`src/rtl/core/fcpt_pkg.sv`:
```
// ----------------------------------------------------------------------------
// fcpt_pkg: shared types, constants and functions
// Holds the command/status structs, mode codes, saturation helpers and the
// quarter-wave sine table used by the regulator tick.
// ----------------------------------------------------------------------------
`timescale 1ns / 1ps

package fcpt_pkg;

  localparam int SpeedPeriodDef = 16;
  localparam int PolePairs      = 7;
  localparam int CurrentLimit   = 18918;
  localparam int PosOutLimit    = 100;
  localparam int AlignAlpha     = 18000;
  localparam int SineEntries    = 512;
  localparam int SineLog2       = $clog2(SineEntries);
  localparam int QuarterEntries = SineEntries / 4;
  localparam int CfgIdxW        = 3;

  // register indexes
  localparam logic [CfgIdxW-1:0] RegMode       = 3'd0;
  localparam logic [CfgIdxW-1:0] RegTarget     = 3'd1;
  localparam logic [CfgIdxW-1:0] RegPosKp      = 3'd2;
  localparam logic [CfgIdxW-1:0] RegPosKi      = 3'd3;
  localparam logic [CfgIdxW-1:0] RegSpdKp      = 3'd4;
  localparam logic [CfgIdxW-1:0] RegSpdKi      = 3'd5;
  localparam logic [CfgIdxW-1:0] RegElecOffset = 3'd6;
  localparam logic [CfgIdxW-1:0] RegZeroRef    = 3'd7;

  typedef enum logic [2:0] {
    MODE_TORQUE     = 3'd0,
    MODE_SPEED      = 3'd1,
    MODE_POS_SINGLE = 3'd2,
    MODE_POS_MULTI  = 3'd3,
    MODE_ALIGN      = 3'd4
  } mode_e;

  typedef enum logic [4:0] {
    OP_NONE,
    OP_UNWRAP,
    OP_SPEED,
    OP_LEAD_MUL,
    OP_LEAD_WB,
    OP_TQ_MUL,
    OP_TQ_WB,
    OP_PE,
    OP_PKI_MUL,
    OP_PKI_WB,
    OP_PKP_MUL,
    OP_PKP_WB,
    OP_SPE,
    OP_SKI_MUL,
    OP_SKI_WB,
    OP_SKP_MUL,
    OP_SKP_WB,
    OP_ANGLE,
    OP_SIN_MUL,
    OP_SIN_WB,
    OP_COS_MUL,
    OP_COS_WB
  } op_e;

  typedef struct packed {
    op_e op;
  } cmd_t;

  typedef struct packed {
    logic        period_hit;
    logic [2:0]  mode;
  } status_t;

  // result item, first field in the highest bits
  typedef struct packed {
    logic [15:0] speed_estimate;
    logic [15:0] iq_command;
    logic [15:0] v_beta;
    logic [15:0] v_alpha;
  } result_t;

  function automatic logic signed [31:0] sat32(logic signed [50:0] x);
    logic signed [31:0] r;
    if (x > 51'sd2147483647) r = 32'sh7FFFFFFF;
    else if (x < -51'sd2147483648) r = 32'sh80000000;
    else r = x[31:0];
    return r;
  endfunction

  function automatic logic signed [15:0] sat16(logic signed [50:0] x);
    logic signed [15:0] r;
    if (x > 51'sd32767) r = 16'sh7FFF;
    else if (x < -51'sd32768) r = 16'sh8000;
    else r = x[15:0];
    return r;
  endfunction

  function automatic logic signed [31:0] clamp_sym(logic signed [50:0] x,
                                                   logic signed [31:0] lim);
    logic signed [31:0] r;
    if (x > 51'(lim)) r = lim;
    else if (x < -51'(lim)) r = -lim;
    else r = x[31:0];
    return r;
  endfunction

  // series evaluation of one quarter-wave entry, elaboration only
  function automatic logic [15:0] quarter_sine(int k);
    longint unsigned w, a, a2, term;
    longint sum, v;
    w    = longint'(k) * longint'((1 << 30) / QuarterEntries);
    a    = (w * 64'd1686629713) >> 30;
    a2   = (a * a) >> 30;
    term = a;
    sum  = longint'(a);
    term = ((term * a2) >> 30) / 6;   sum = sum - longint'(term);
    term = ((term * a2) >> 30) / 20;  sum = sum + longint'(term);
    term = ((term * a2) >> 30) / 42;  sum = sum - longint'(term);
    term = ((term * a2) >> 30) / 72;  sum = sum + longint'(term);
    term = ((term * a2) >> 30) / 110; sum = sum - longint'(term);
    term = ((term * a2) >> 30) / 156; sum = sum + longint'(term);
    if (sum < 0) sum = 0;
    v = (sum * 32767 + (64'sd1 << 29)) >>> 30;
    if (v > 32767) v = 32767;
    return 16'(v);
  endfunction

  typedef logic [15:0] qsine_t [0:QuarterEntries];

  function automatic qsine_t build_qsine();
    qsine_t t;
    for (int k = 0; k <= QuarterEntries; k++) begin
      t[k] = quarter_sine(k);
    end
    return t;
  endfunction

  localparam qsine_t QSine = build_qsine();

  // full-wave sine by quadrant folding of the quarter table
  function automatic logic signed [16:0] sine_at(logic [SineLog2-1:0] idx);
    logic [SineLog2-2:0] k;
    logic signed [16:0]  v;
    k = {1'b0, idx[SineLog2-3:0]};
    if (idx[SineLog2-2]) k = (SineLog2-1)'(QuarterEntries) - k;
    v = signed'({1'b0, QSine[k]});
    return idx[SineLog2-1] ? -v : v;
  endfunction

endpackage

```
`src/rtl/core/fcpt_ctrl.sv`:
```
// ----------------------------------------------------------------------------
// fcpt_ctrl: tick sequencer
// Steps the datapath through unwrap, speed update, regulator and vector
// output, one operation per cycle unless the output register is full.
// ----------------------------------------------------------------------------
`timescale 1ns / 1ps

module fcpt_ctrl import fcpt_pkg::*; (
  input  logic    clk_i,
  input  logic    rst_ni,
  input  logic    in_valid_i,
  output logic    in_ready_o,
  input  logic    out_free_i,
  output logic    out_load_o,
  input  status_t stat_i,
  output cmd_t    cmd_o
);

  typedef enum logic [4:0] {
    S_IDLE, S_UNWRAP, S_SPEED, S_LEAD_MUL, S_LEAD_WB, S_TQ_MUL, S_TQ_WB,
    S_PE, S_PKI_MUL, S_PKI_WB, S_PKP_MUL, S_PKP_WB,
    S_SPE, S_SKI_MUL, S_SKI_WB, S_SKP_MUL, S_SKP_WB,
    S_ANGLE, S_SIN_MUL, S_SIN_WB, S_COS_MUL, S_COS_WB, S_OUT
  } state_e;

  state_e state_q;

  assign in_ready_o = (state_q == S_IDLE);
  assign out_load_o = (state_q == S_OUT) && out_free_i;

  always_comb begin
    unique case (state_q)
      S_UNWRAP:   cmd_o.op = OP_UNWRAP;
      S_SPEED:    cmd_o.op = OP_SPEED;
      S_LEAD_MUL: cmd_o.op = OP_LEAD_MUL;
      S_LEAD_WB:  cmd_o.op = OP_LEAD_WB;
      S_TQ_MUL:   cmd_o.op = OP_TQ_MUL;
      S_TQ_WB:    cmd_o.op = OP_TQ_WB;
      S_PE:       cmd_o.op = OP_PE;
      S_PKI_MUL:  cmd_o.op = OP_PKI_MUL;
      S_PKI_WB:   cmd_o.op = OP_PKI_WB;
      S_PKP_MUL:  cmd_o.op = OP_PKP_MUL;
      S_PKP_WB:   cmd_o.op = OP_PKP_WB;
      S_SPE:      cmd_o.op = OP_SPE;
      S_SKI_MUL:  cmd_o.op = OP_SKI_MUL;
      S_SKI_WB:   cmd_o.op = OP_SKI_WB;
      S_SKP_MUL:  cmd_o.op = OP_SKP_MUL;
      S_SKP_WB:   cmd_o.op = OP_SKP_WB;
      S_ANGLE:    cmd_o.op = OP_ANGLE;
      S_SIN_MUL:  cmd_o.op = OP_SIN_MUL;
      S_SIN_WB:   cmd_o.op = OP_SIN_WB;
      S_COS_MUL:  cmd_o.op = OP_COS_MUL;
      S_COS_WB:   cmd_o.op = OP_COS_WB;
      default:    cmd_o.op = OP_NONE;
    endcase
  end

  always_ff @(posedge clk_i or negedge rst_ni) begin
    if (!rst_ni) begin
      state_q <= S_IDLE;
    end else begin
      unique case (state_q)
        S_IDLE:     if (in_valid_i) state_q <= S_UNWRAP;
        S_UNWRAP:   state_q <= stat_i.period_hit ? S_SPEED : S_ANGLE;
        S_SPEED:    state_q <= S_LEAD_MUL;
        S_LEAD_MUL: state_q <= S_LEAD_WB;
        S_LEAD_WB: begin
          unique case (stat_i.mode)
            MODE_TORQUE:                    state_q <= S_TQ_MUL;
            MODE_SPEED:                     state_q <= S_SPE;
            MODE_POS_SINGLE, MODE_POS_MULTI: state_q <= S_PE;
            default:                        state_q <= S_ANGLE;
          endcase
        end
        S_TQ_MUL:   state_q <= S_TQ_WB;
        S_TQ_WB:    state_q <= S_ANGLE;
        S_PE:       state_q <= S_PKI_MUL;
        S_PKI_MUL:  state_q <= S_PKI_WB;
        S_PKI_WB:   state_q <= S_PKP_MUL;
        S_PKP_MUL:  state_q <= S_PKP_WB;
        S_PKP_WB:   state_q <= S_SPE;
        S_SPE:      state_q <= S_SKI_MUL;
        S_SKI_MUL:  state_q <= S_SKI_WB;
        S_SKI_WB:   state_q <= S_SKP_MUL;
        S_SKP_MUL:  state_q <= S_SKP_WB;
        S_SKP_WB:   state_q <= S_ANGLE;
        S_ANGLE:    state_q <= S_SIN_MUL;
        S_SIN_MUL:  state_q <= S_SIN_WB;
        S_SIN_WB:   state_q <= S_COS_MUL;
        S_COS_MUL:  state_q <= S_COS_WB;
        S_COS_WB:   state_q <= S_OUT;
        S_OUT:      if (out_free_i) state_q <= S_IDLE;
        default:    state_q <= S_IDLE;
      endcase
    end
  end

endmodule

```
`src/rtl/core/fcpt_dp.sv`:
```
// ----------------------------------------------------------------------------
// fcpt_dp: regulator datapath
// Configuration registers, loop state and one shared 33x17 multiplier with
// a registered product.
// ----------------------------------------------------------------------------
`timescale 1ns / 1ps

module fcpt_dp import fcpt_pkg::*; #(
  parameter int SPEED_PERIOD = SpeedPeriodDef
) (
  input  logic               clk_i,
  input  logic               rst_ni,
  input  logic               cfg_we_i,
  input  logic [CfgIdxW-1:0] cfg_idx_i,
  input  logic [31:0]        cfg_wdata_i,
  input  logic               in_load_i,
  input  logic [13:0]        in_pos_i,
  input  cmd_t               cmd_i,
  output status_t            stat_o,
  output result_t            res_o
);

  localparam int DivW = $clog2(SPEED_PERIOD);
  localparam logic [31:0] SpdRecip =
    32'(((64'd1 << 32) + 64'(SPEED_PERIOD) - 64'd1) / 64'(SPEED_PERIOD));

  // configuration
  logic [2:0]         mode_q;
  logic signed [31:0] target_q;
  logic signed [15:0] pos_kp_q, pos_ki_q, spd_kp_q, spd_ki_q;
  logic [13:0]        elec_offset_q, zero_ref_q;

  // loop state
  logic [13:0]        pos_q, last_q;
  logic [31:0]        turn_q, pstart_q;
  logic [DivW-1:0]    div_q;
  logic signed [15:0] ms_q, lead_q, drive_q;
  logic signed [31:0] pi_q, po_q, si_q, so_q;

  // working registers
  logic signed [31:0] e_q;
  logic signed [49:0] p_q;
  logic signed [16:0] sin_q, cos_q;
  logic [15:0]        va_q, vb_q;

  logic signed [32:0] mul_a;
  logic signed [16:0] mul_b;
  logic signed [15:0] step_raw, step_fold;
  logic [15:0]        mag;
  logic signed [31:0] e_sp, e_ps;
  logic [13:0]        ang_sum, ang;
  logic [SineLog2-1:0] sidx;
  logic signed [49:0] q15;
  logic signed [31:0] psat, ssum;
  logic               period_hit;

  assign period_hit = (div_q == DivW'(SPEED_PERIOD - 1));
  assign stat_o.period_hit = period_hit;
  assign stat_o.mode       = mode_q;

  assign res_o.v_alpha        = (mode_q == MODE_ALIGN) ? 16'(AlignAlpha) : va_q;
  assign res_o.v_beta         = (mode_q == MODE_ALIGN) ? 16'd0 : vb_q;
  assign res_o.iq_command     = drive_q;
  assign res_o.speed_estimate = ms_q;

  always_comb begin
    step_raw = signed'({2'b00, pos_q}) - signed'({2'b00, last_q});
    if (step_raw > 16'sd8192) step_fold = step_raw - 16'sd16384;
    else if (step_raw < -16'sd8192) step_fold = step_raw + 16'sd16384;
    else step_fold = step_raw;

    mag = ms_q[15] ? (~ms_q + 16'd1) : ms_q;

    // speed error against the target speed or the position loop output
    e_sp = sat32(51'(ms_q) - ((mode_q == MODE_SPEED) ? 51'(target_q) : 51'(po_q)));

    // position error, folded by a full turn in single-turn mode
    if (mode_q == MODE_POS_MULTI) begin
      e_ps = signed'(target_q - turn_q);
    end else begin
      e_ps = signed'(target_q + 32'(zero_ref_q) - 32'(last_q));
      if (e_ps < -32'sd8192) e_ps = e_ps + 32'sd16384;
      else if (e_ps > 32'sd8192) e_ps = e_ps - 32'sd16384;
    end

    ang_sum = pos_q + lead_q[13:0] + elec_offset_q;
    ang     = 14'(20'(ang_sum) * 20'(PolePairs));
    sidx    = ang[13 -: SineLog2];

    q15 = p_q >>> 15;

    unique case (cmd_i.op)
      OP_LEAD_MUL: begin
        mul_a = signed'({1'b0, SpdRecip});
        mul_b = signed'({1'b0, mag});
      end
      OP_TQ_MUL: begin
        mul_a = 33'(target_q);
        mul_b = 17'(CurrentLimit);
      end
      OP_PKI_MUL: begin mul_a = 33'(e_q); mul_b = 17'(pos_ki_q); end
      OP_PKP_MUL: begin mul_a = 33'(e_q); mul_b = 17'(pos_kp_q); end
      OP_SKI_MUL: begin mul_a = 33'(e_q); mul_b = 17'(spd_ki_q); end
      OP_SKP_MUL: begin mul_a = 33'(e_q); mul_b = 17'(spd_kp_q); end
      OP_SIN_MUL: begin mul_a = 33'(drive_q); mul_b = -sin_q; end
      OP_COS_MUL: begin mul_a = 33'(drive_q); mul_b = cos_q; end
      default: begin
        mul_a = '0;
        mul_b = '0;
      end
    endcase

    // proportional term plus integral, both saturated
    if ((cmd_i.op == OP_PKP_WB)) psat = sat32(51'(q15));
    else psat = sat32(51'(p_q));
    ssum = sat32(51'(psat) + ((cmd_i.op == OP_PKP_WB) ? 51'(pi_q) : 51'(si_q)));
  end

  always_ff @(posedge clk_i) begin
    p_q <= mul_a * mul_b;
    if (cmd_i.op == OP_SPE) e_q <= e_sp;
    if (cmd_i.op == OP_PE) e_q <= e_ps;
    if (cmd_i.op == OP_ANGLE) begin
      sin_q <= sine_at(sidx);
      cos_q <= sine_at(sidx + SineLog2'(QuarterEntries));
    end
    if (cmd_i.op == OP_SIN_WB) va_q <= q15[15:0];
    if (cmd_i.op == OP_COS_WB) vb_q <= q15[15:0];
  end

  always_ff @(posedge clk_i or negedge rst_ni) begin
    if (!rst_ni) begin
      mode_q        <= MODE_TORQUE;
      target_q      <= '0;
      pos_kp_q      <= '0;
      pos_ki_q      <= '0;
      spd_kp_q      <= '0;
      spd_ki_q      <= '0;
      elec_offset_q <= '0;
      zero_ref_q    <= '0;
      pos_q         <= '0;
      last_q        <= '0;
      turn_q        <= '0;
      pstart_q      <= '0;
      div_q         <= '0;
      ms_q          <= '0;
      lead_q        <= '0;
      drive_q       <= '0;
      pi_q          <= '0;
      po_q          <= '0;
      si_q          <= '0;
      so_q          <= '0;
    end else begin
      if (cfg_we_i) begin
        unique case (cfg_idx_i)
          RegMode:       mode_q        <= cfg_wdata_i[2:0];
          RegTarget:     target_q      <= cfg_wdata_i;
          RegPosKp:      pos_kp_q      <= cfg_wdata_i[15:0];
          RegPosKi:      pos_ki_q      <= cfg_wdata_i[15:0];
          RegSpdKp:      spd_kp_q      <= cfg_wdata_i[15:0];
          RegSpdKi:      spd_ki_q      <= cfg_wdata_i[15:0];
          RegElecOffset: elec_offset_q <= cfg_wdata_i[13:0];
          RegZeroRef:    zero_ref_q    <= cfg_wdata_i[13:0];
          default: ;
        endcase
      end
      if (in_load_i) pos_q <= in_pos_i;

      unique case (cmd_i.op)
        OP_UNWRAP: begin
          last_q <= pos_q;
          turn_q <= turn_q + 32'(step_fold);
          div_q  <= period_hit ? '0 : div_q + DivW'(1);
        end
        OP_SPEED: begin
          ms_q     <= sat16(51'(signed'(turn_q - pstart_q)));
          pstart_q <= turn_q;
        end
        OP_LEAD_WB: lead_q <= ms_q[15] ? -signed'(p_q[47:32]) : signed'(p_q[47:32]);
        OP_TQ_WB:   drive_q <= sat16(51'(q15));
        OP_PKI_WB: begin
          // hold the integral while the output sits on a limit in that direction
          if (!((po_q >= 32'sd100 && e_q > 0) || (po_q <= -32'sd100 && e_q < 0)))
            pi_q <= sat32(51'(pi_q) + 51'(q15));
        end
        OP_PKP_WB:  po_q <= clamp_sym(51'(ssum), 32'(PosOutLimit));
        OP_SKI_WB: begin
          if (!((so_q >= 32'(CurrentLimit) && e_q > 0) ||
                (so_q <= -32'(CurrentLimit) && e_q < 0)))
            si_q <= sat32(51'(si_q) + 51'(sat32(51'(p_q))));
        end
        OP_SKP_WB: begin
          so_q    <= clamp_sym(51'(ssum), 32'(CurrentLimit));
          drive_q <= 16'(clamp_sym(51'(ssum), 32'(CurrentLimit)));
        end
        default: ;
      endcase
    end
  end

endmodule

```
`src/rtl/core/foc_cascaded_pi_tick_top.sv`:
```
// ----------------------------------------------------------------------------
// foc_cascaded_pi_tick_top: cascaded position/speed/torque regulator tick
// On a speed-period tick the speed update and the regulator steps of the
// selected mode run before the vector output; every product passes through the
// single shared multiplier. A new item is accepted only once the previous
// result has been loaded into the output register. Reset clears the
// configuration, the loop state and the output valid flag.
// ----------------------------------------------------------------------------
`timescale 1ns / 1ps

module foc_cascaded_pi_tick_top import fcpt_pkg::*; #(
  parameter int SPEED_PERIOD = SpeedPeriodDef
) (
  input  logic               clk_i,
  input  logic               rst_ni,
  // configuration write port
  input  logic               cfg_we_i,
  input  logic [CfgIdxW-1:0] cfg_idx_i,
  input  logic [31:0]        cfg_wdata_i,
  // input stream
  input  logic               s_axis_tvalid,
  output logic               s_axis_tready,
  input  logic [15:0]        s_axis_tdata,   // [13:0] encoder_position, [15:14] zero
  // result stream
  output logic               m_axis_tvalid,
  input  logic               m_axis_tready,
  output logic [63:0]        m_axis_tdata    // v_alpha, v_beta, iq_command, speed_estimate
);

  cmd_t    cmd;
  status_t stat;
  result_t res;
  logic    in_fire, out_load, out_free;
  logic    out_valid_q;
  result_t out_q;

  assign in_fire  = s_axis_tvalid && s_axis_tready;
  // output register is free when empty or being drained this cycle
  assign out_free = !out_valid_q || m_axis_tready;

  fcpt_ctrl u_ctrl (
    .clk_i      (clk_i),
    .rst_ni     (rst_ni),
    .in_valid_i (s_axis_tvalid),
    .in_ready_o (s_axis_tready),
    .out_free_i (out_free),
    .out_load_o (out_load),
    .stat_i     (stat),
    .cmd_o      (cmd)
  );

  fcpt_dp #(
    .SPEED_PERIOD (SPEED_PERIOD)
  ) u_dp (
    .clk_i       (clk_i),
    .rst_ni      (rst_ni),
    .cfg_we_i    (cfg_we_i),
    .cfg_idx_i   (cfg_idx_i),
    .cfg_wdata_i (cfg_wdata_i),
    .in_load_i   (in_fire),
    .in_pos_i    (s_axis_tdata[13:0]),
    .cmd_i       (cmd),
    .stat_o      (stat),
    .res_o       (res)
  );

  // result holding register: hold until the transfer completes
  always_ff @(posedge clk_i or negedge rst_ni) begin
    if (!rst_ni) begin
      out_valid_q <= 1'b0;
    end else begin
      if (out_load) out_valid_q <= 1'b1;
      else if (m_axis_tready) out_valid_q <= 1'b0;
    end
  end

  always_ff @(posedge clk_i) begin
    if (out_load) out_q <= res;
  end

  assign m_axis_tvalid = out_valid_q;
  assign m_axis_tdata  = out_q;

`ifndef ASSERT_OFF
  // busy after an accepted item
  assert property (@(posedge clk_i) disable iff (!rst_ni)
    in_fire |=> !s_axis_tready) else $error("accepted item while busy");

  // never overwrite a pending result
  assert property (@(posedge clk_i) disable iff (!rst_ni)
    out_load |-> (!out_valid_q || m_axis_tready)) else $error("result overwritten");

  // a loaded result is presented next cycle
  assert property (@(posedge clk_i) disable iff (!rst_ni)
    out_load |=> m_axis_tvalid) else $error("loaded result not shown");
`endif

endmodule
```
`config.mk`:
```
export PLATFORM = sky130hd
export DESIGN_NAME = foc_cascaded_pi_tick_top
export DESIGN_NICKNAME = d
export VERILOG_FILES = /design/src/rtl/core/fcpt_pkg.sv /design/src/rtl/core/fcpt_ctrl.sv /design/src/rtl/core/fcpt_dp.sv /design/src/rtl/core/foc_cascaded_pi_tick_top.sv
export SDC_FILE = /design/constraint.sdc
export NUM_CORES = 2
export LEC_CHECK = 0
export BUFFER_PORTS_ARGS = -buffer_cell sky130_fd_sc_hd__buf_2
export CELL_PAD_IN_SITES_DETAIL_PLACEMENT = 1
export CELL_PAD_IN_SITES_GLOBAL_PLACEMENT = 1
export CORE_AREA = 2 2 370 372
export CTS_CLUSTER_SIZE = 14
export DETAILED_ROUTE_END_ITERATION = 8
export DIE_AREA = 0 0 372 374
export GPL_TIMING_DRIVEN = 0
export PLACE_DENSITY = 0.88
export SLEW_MARGIN = 10
export SYNTH_ARGS = -nofsm -noshare
export SYNTH_HDL_FRONTEND = slang
export SYNTH_HIERARCHICAL = 1
export SYNTH_SLANG_ARGS = --single-unit
```
`constraint.sdc`:
```
create_clock -name clk_i -period 12.35 [get_ports clk_i]
set_clock_uncertainty 0.05 [all_clocks]
set_input_delay 1.235 -clock clk_i [delete_from_list [all_inputs] [get_ports clk_i]]
set_output_delay 1.235 -clock clk_i [all_outputs]
set_load 0.1 [all_outputs]
```
==> impl_metrics.ini <==
[status]
status = completed

[setup_path]
start_kind = flip-flop
worstPathArrival_ns = 12.63
cp_max_fo = 10
cp_slowest_stage_delay_ns = 0.56
rrSetupSlack_ns = 0.25
reg2regPathDepth = 40
rr_startpoint = u_ctrl/state_q[2]
r2r-end = u_dp/p_q[49]
startpoint = u_ctrl/state_q[2]
slowest_stage = fa_1
cp_common_cell = fa_1
cp-end-kind = flip-flop
cp.required_ns = 12.87
critical_path_class = reg2reg

[synthesis]
ys_ff_latch = 615
seq_area_frac_synth = 0.2326
yosysMostFrequentCell = nand2_1
syn_area_per_cell_um2 = 8.490
synth_nets = 9167
yosysTopAreaCellShare = 0.1675
yosys.area.top_type = fa_1
async_flop_share = 0.6553
ys_types = 129
synth_area_leaders = fa_1 17%, dfrtp_1 15%, ha_1 8.4%, edfxtp_1 7.1%, nand2_1 5.9%
synth_area_um2 = 68580
synth_ff_type = dfrtp_1
synth_cells = 8078
yosys_warnings = 6
yosys-top-cells-count = 1071 x nand2_1, 741 x inv_1, 687 x nor2_1
synth-edff-count = 162

[job]
maxCapViolCount = 0

[sta]
min_period_over_period = 0.9801
fmax_ghz = 0.08262
finalHoldViolCount = 0
setup_viol = 0
drv_slew = 0
setup_tns_ns = 0
hold_slack_ns = 0.4178
slew_headroom = 0.04097
worst_slew_pin_slew_ns = 1.421
period_minus_slack_ns = 12.10

[route]
drc = 0
ant_nets = 0
vias_per_cell = 6.760
vias = 68710
drtPass1Iterations = 8
wl_per_cell_um = 31.47
drt_wl_total_um = 319900
drt_iter0_markers = 7907

[cells_and_area]
drive_gt1_frac = 0.07524
design_area_um2 = 74840
n_fill_cell = 16030
final_cells = 10160
areaGrowthSynthToFinish_pct = 9.127
nNetsFinal = 9399

[placement]
place_inst = 10010
gp_congestion = 1.057
placed_cell_area_um2 = 72000
place_hpwl_um = 247900
port_buffers = 117

[clocking]
cts_tree = yes
cts_hold_buf = 0
cts_max_path_buffers = 3
path_clk_slew_ns = 0.06
clock-sinks = 615
clockRootBuffer = clkbuf_16
postCtsSetupBuffers = 0
htree_levels = 3
clock_latency_ns = 0.71
numCtsBuffers = 75

[floorplan]
start_util = 0.5082
ios = 122
coreArea_um2 = 135000
row_count = 135
die_area_um2 = 139100
die_w_um = 372
die_h_um = 374

[global_route]
grt_pass1_wl_um = 472900
grt_overflow = 0
antenna_found_initial = 27
grt_pass1_vias = 72810
track_usage = 0.4561
grt_max_degree = 109

[min_path]
hold_class = in2async
[worst max-delay path: cells and delay by family, from the launching register on]
kind / cells / cell delay [ns]
AOI/OAI and AO/OA: 14 / 3.68
adders and majority gates: 7 / 3.44
and+or+nand+nor: 8 / 2.39
buffers and inverters: 10 / 1.90
DFF: 1 / 0.36
xor gates and xnor gates: 1 / 0.15
[what timing repair did]
item	in CTS	in global routing
endpoints found under the hold margin	0	0
gates cloned	0	0
resized for setup	21	38
setup endpoints to repair	20	18
[area by class of cell]
class	count	area, um2	share of cell area
diodes	10	25.02	0.0003343
plain buffers	390	1569	0.02096
clock buffers	104	2193	0.02931
clock inverters	36	436.7	0.005834
inverters	746	2800	0.03741
multi-input cells	6327	48610	0.6495
flip-flops and latches	615	15950	0.2131
well taps	1781	2228	0.02977
repair buffers	155	1032	0.01379
[stage by stage]
step / setup slack, ns / util
floorplan: 2.967 / -
global placement: -0.7055 / 0.5290
detailed placement: -1.134 / 0.5335
CTS: 0.02907 / 0.5534
global route: -0.01197 / 0.5545
finish: 0.2460 / 0.5546
[registers in the layout, indices dropped and copies added, names as in the netlist, 32 cells and up]
name           flops
u_dp/p_q          50
u_dp/po_q         32
u_dp/so_q         32
u_dp/e_q          32
u_dp/si_q         32
u_dp/target_q     32
m_axis_tdata      64
u_dp/turn_q       32
u_dp/pstart_q     32
u_dp/pi_q         32
[cells by family (layout without fill, tap and decap cells)]
kind of cell / Yosys count / in the layout / share of synthesized area
buffers and inverters: 1136 / 1431 / 0.06330
multiplexers: 169 / 169 / 0.02680
AO/OA/AOI/OAI: 2097 / 2097 / 0.2008
adder cells (fa/ha/maj): 1035 / 1035 / 0.2516
other: 0 / 10 / 0
XOR/XNOR: 381 / 381 / 0.04935
AND/OR/NAND/NOR: 2645 / 2645 / 0.1756
flip-flops: 615 / 615 / 0.2326
[per-layer routing]
metal  track usage  part of all wire  vias up
met1        0.5248              0.35    34470
met5             0           0.00051        -
li1              -                 -    28650
met2        0.7141              0.45     4152
met3        0.1226             0.098     1419
met4        0.3631              0.10       26
[worst max path at each step]
| stage | to | slack (ns) |
|---|---|---|
| after global placement | u_dp/p_q[49] | -0.71 |
| after floorplan | u_dp/p_q[45] | 2.97 |
| after CTS | u_dp/p_q[49] | 0.03 |
| after global routing | u_dp/p_q[48] | -0.01 |
| final | u_dp/p_q[49] | 0.25 |
| after detailed placement | u_dp/p_q[48] | -1.13 |
[placed cells by master, fill, tap and decap left out, types with 31 or more instances in the layout]
master / Yosys / layout
a211oi_1: 61 / 60
a21o_1: 163 / 163
a21oi_1: 482 / 479
a22oi_1: 49 / 49
a31oi_1: 68 / 68
a32oi_1: 45 / 45
and2_1: 59 / 59
and3_1: 46 / 46
buf_2: 41 / 160
clkbuf_1: 322 / 316
clkbuf_16: 0 / 81
dfrtp_1: 403 / 403
dfxtp_1: 50 / 50
edfxtp_1: 162 / 162
fa_1: 574 / 574
ha_1: 459 / 459
inv_1: 741 / 741
mux2_2: 117 / 117
mux2i_1: 52 / 52
nand2_1: 1071 / 1071
nand2b_1: 79 / 79
nand3_1: 151 / 150
nand4_1: 69 / 69
nor2_1: 687 / 676
nor2b_1: 80 / 80
nor3_1: 157 / 151
nor4_1: 55 / 52
o211ai_1: 63 / 63
o21a_1: 61 / 61
o21ai_0: 541 / 540
o21bai_1: 47 / 47
o22ai_1: 53 / 53
o31ai_1: 53 / 53
or2_2: 31 / 31
or3_1: 45 / 45
xnor2_1: 246 / 245
xor2_1: 131 / 130
Power is not shown: default switching activity piles up to over one toggle a cycle in this logic, so the estimate is an artifact.
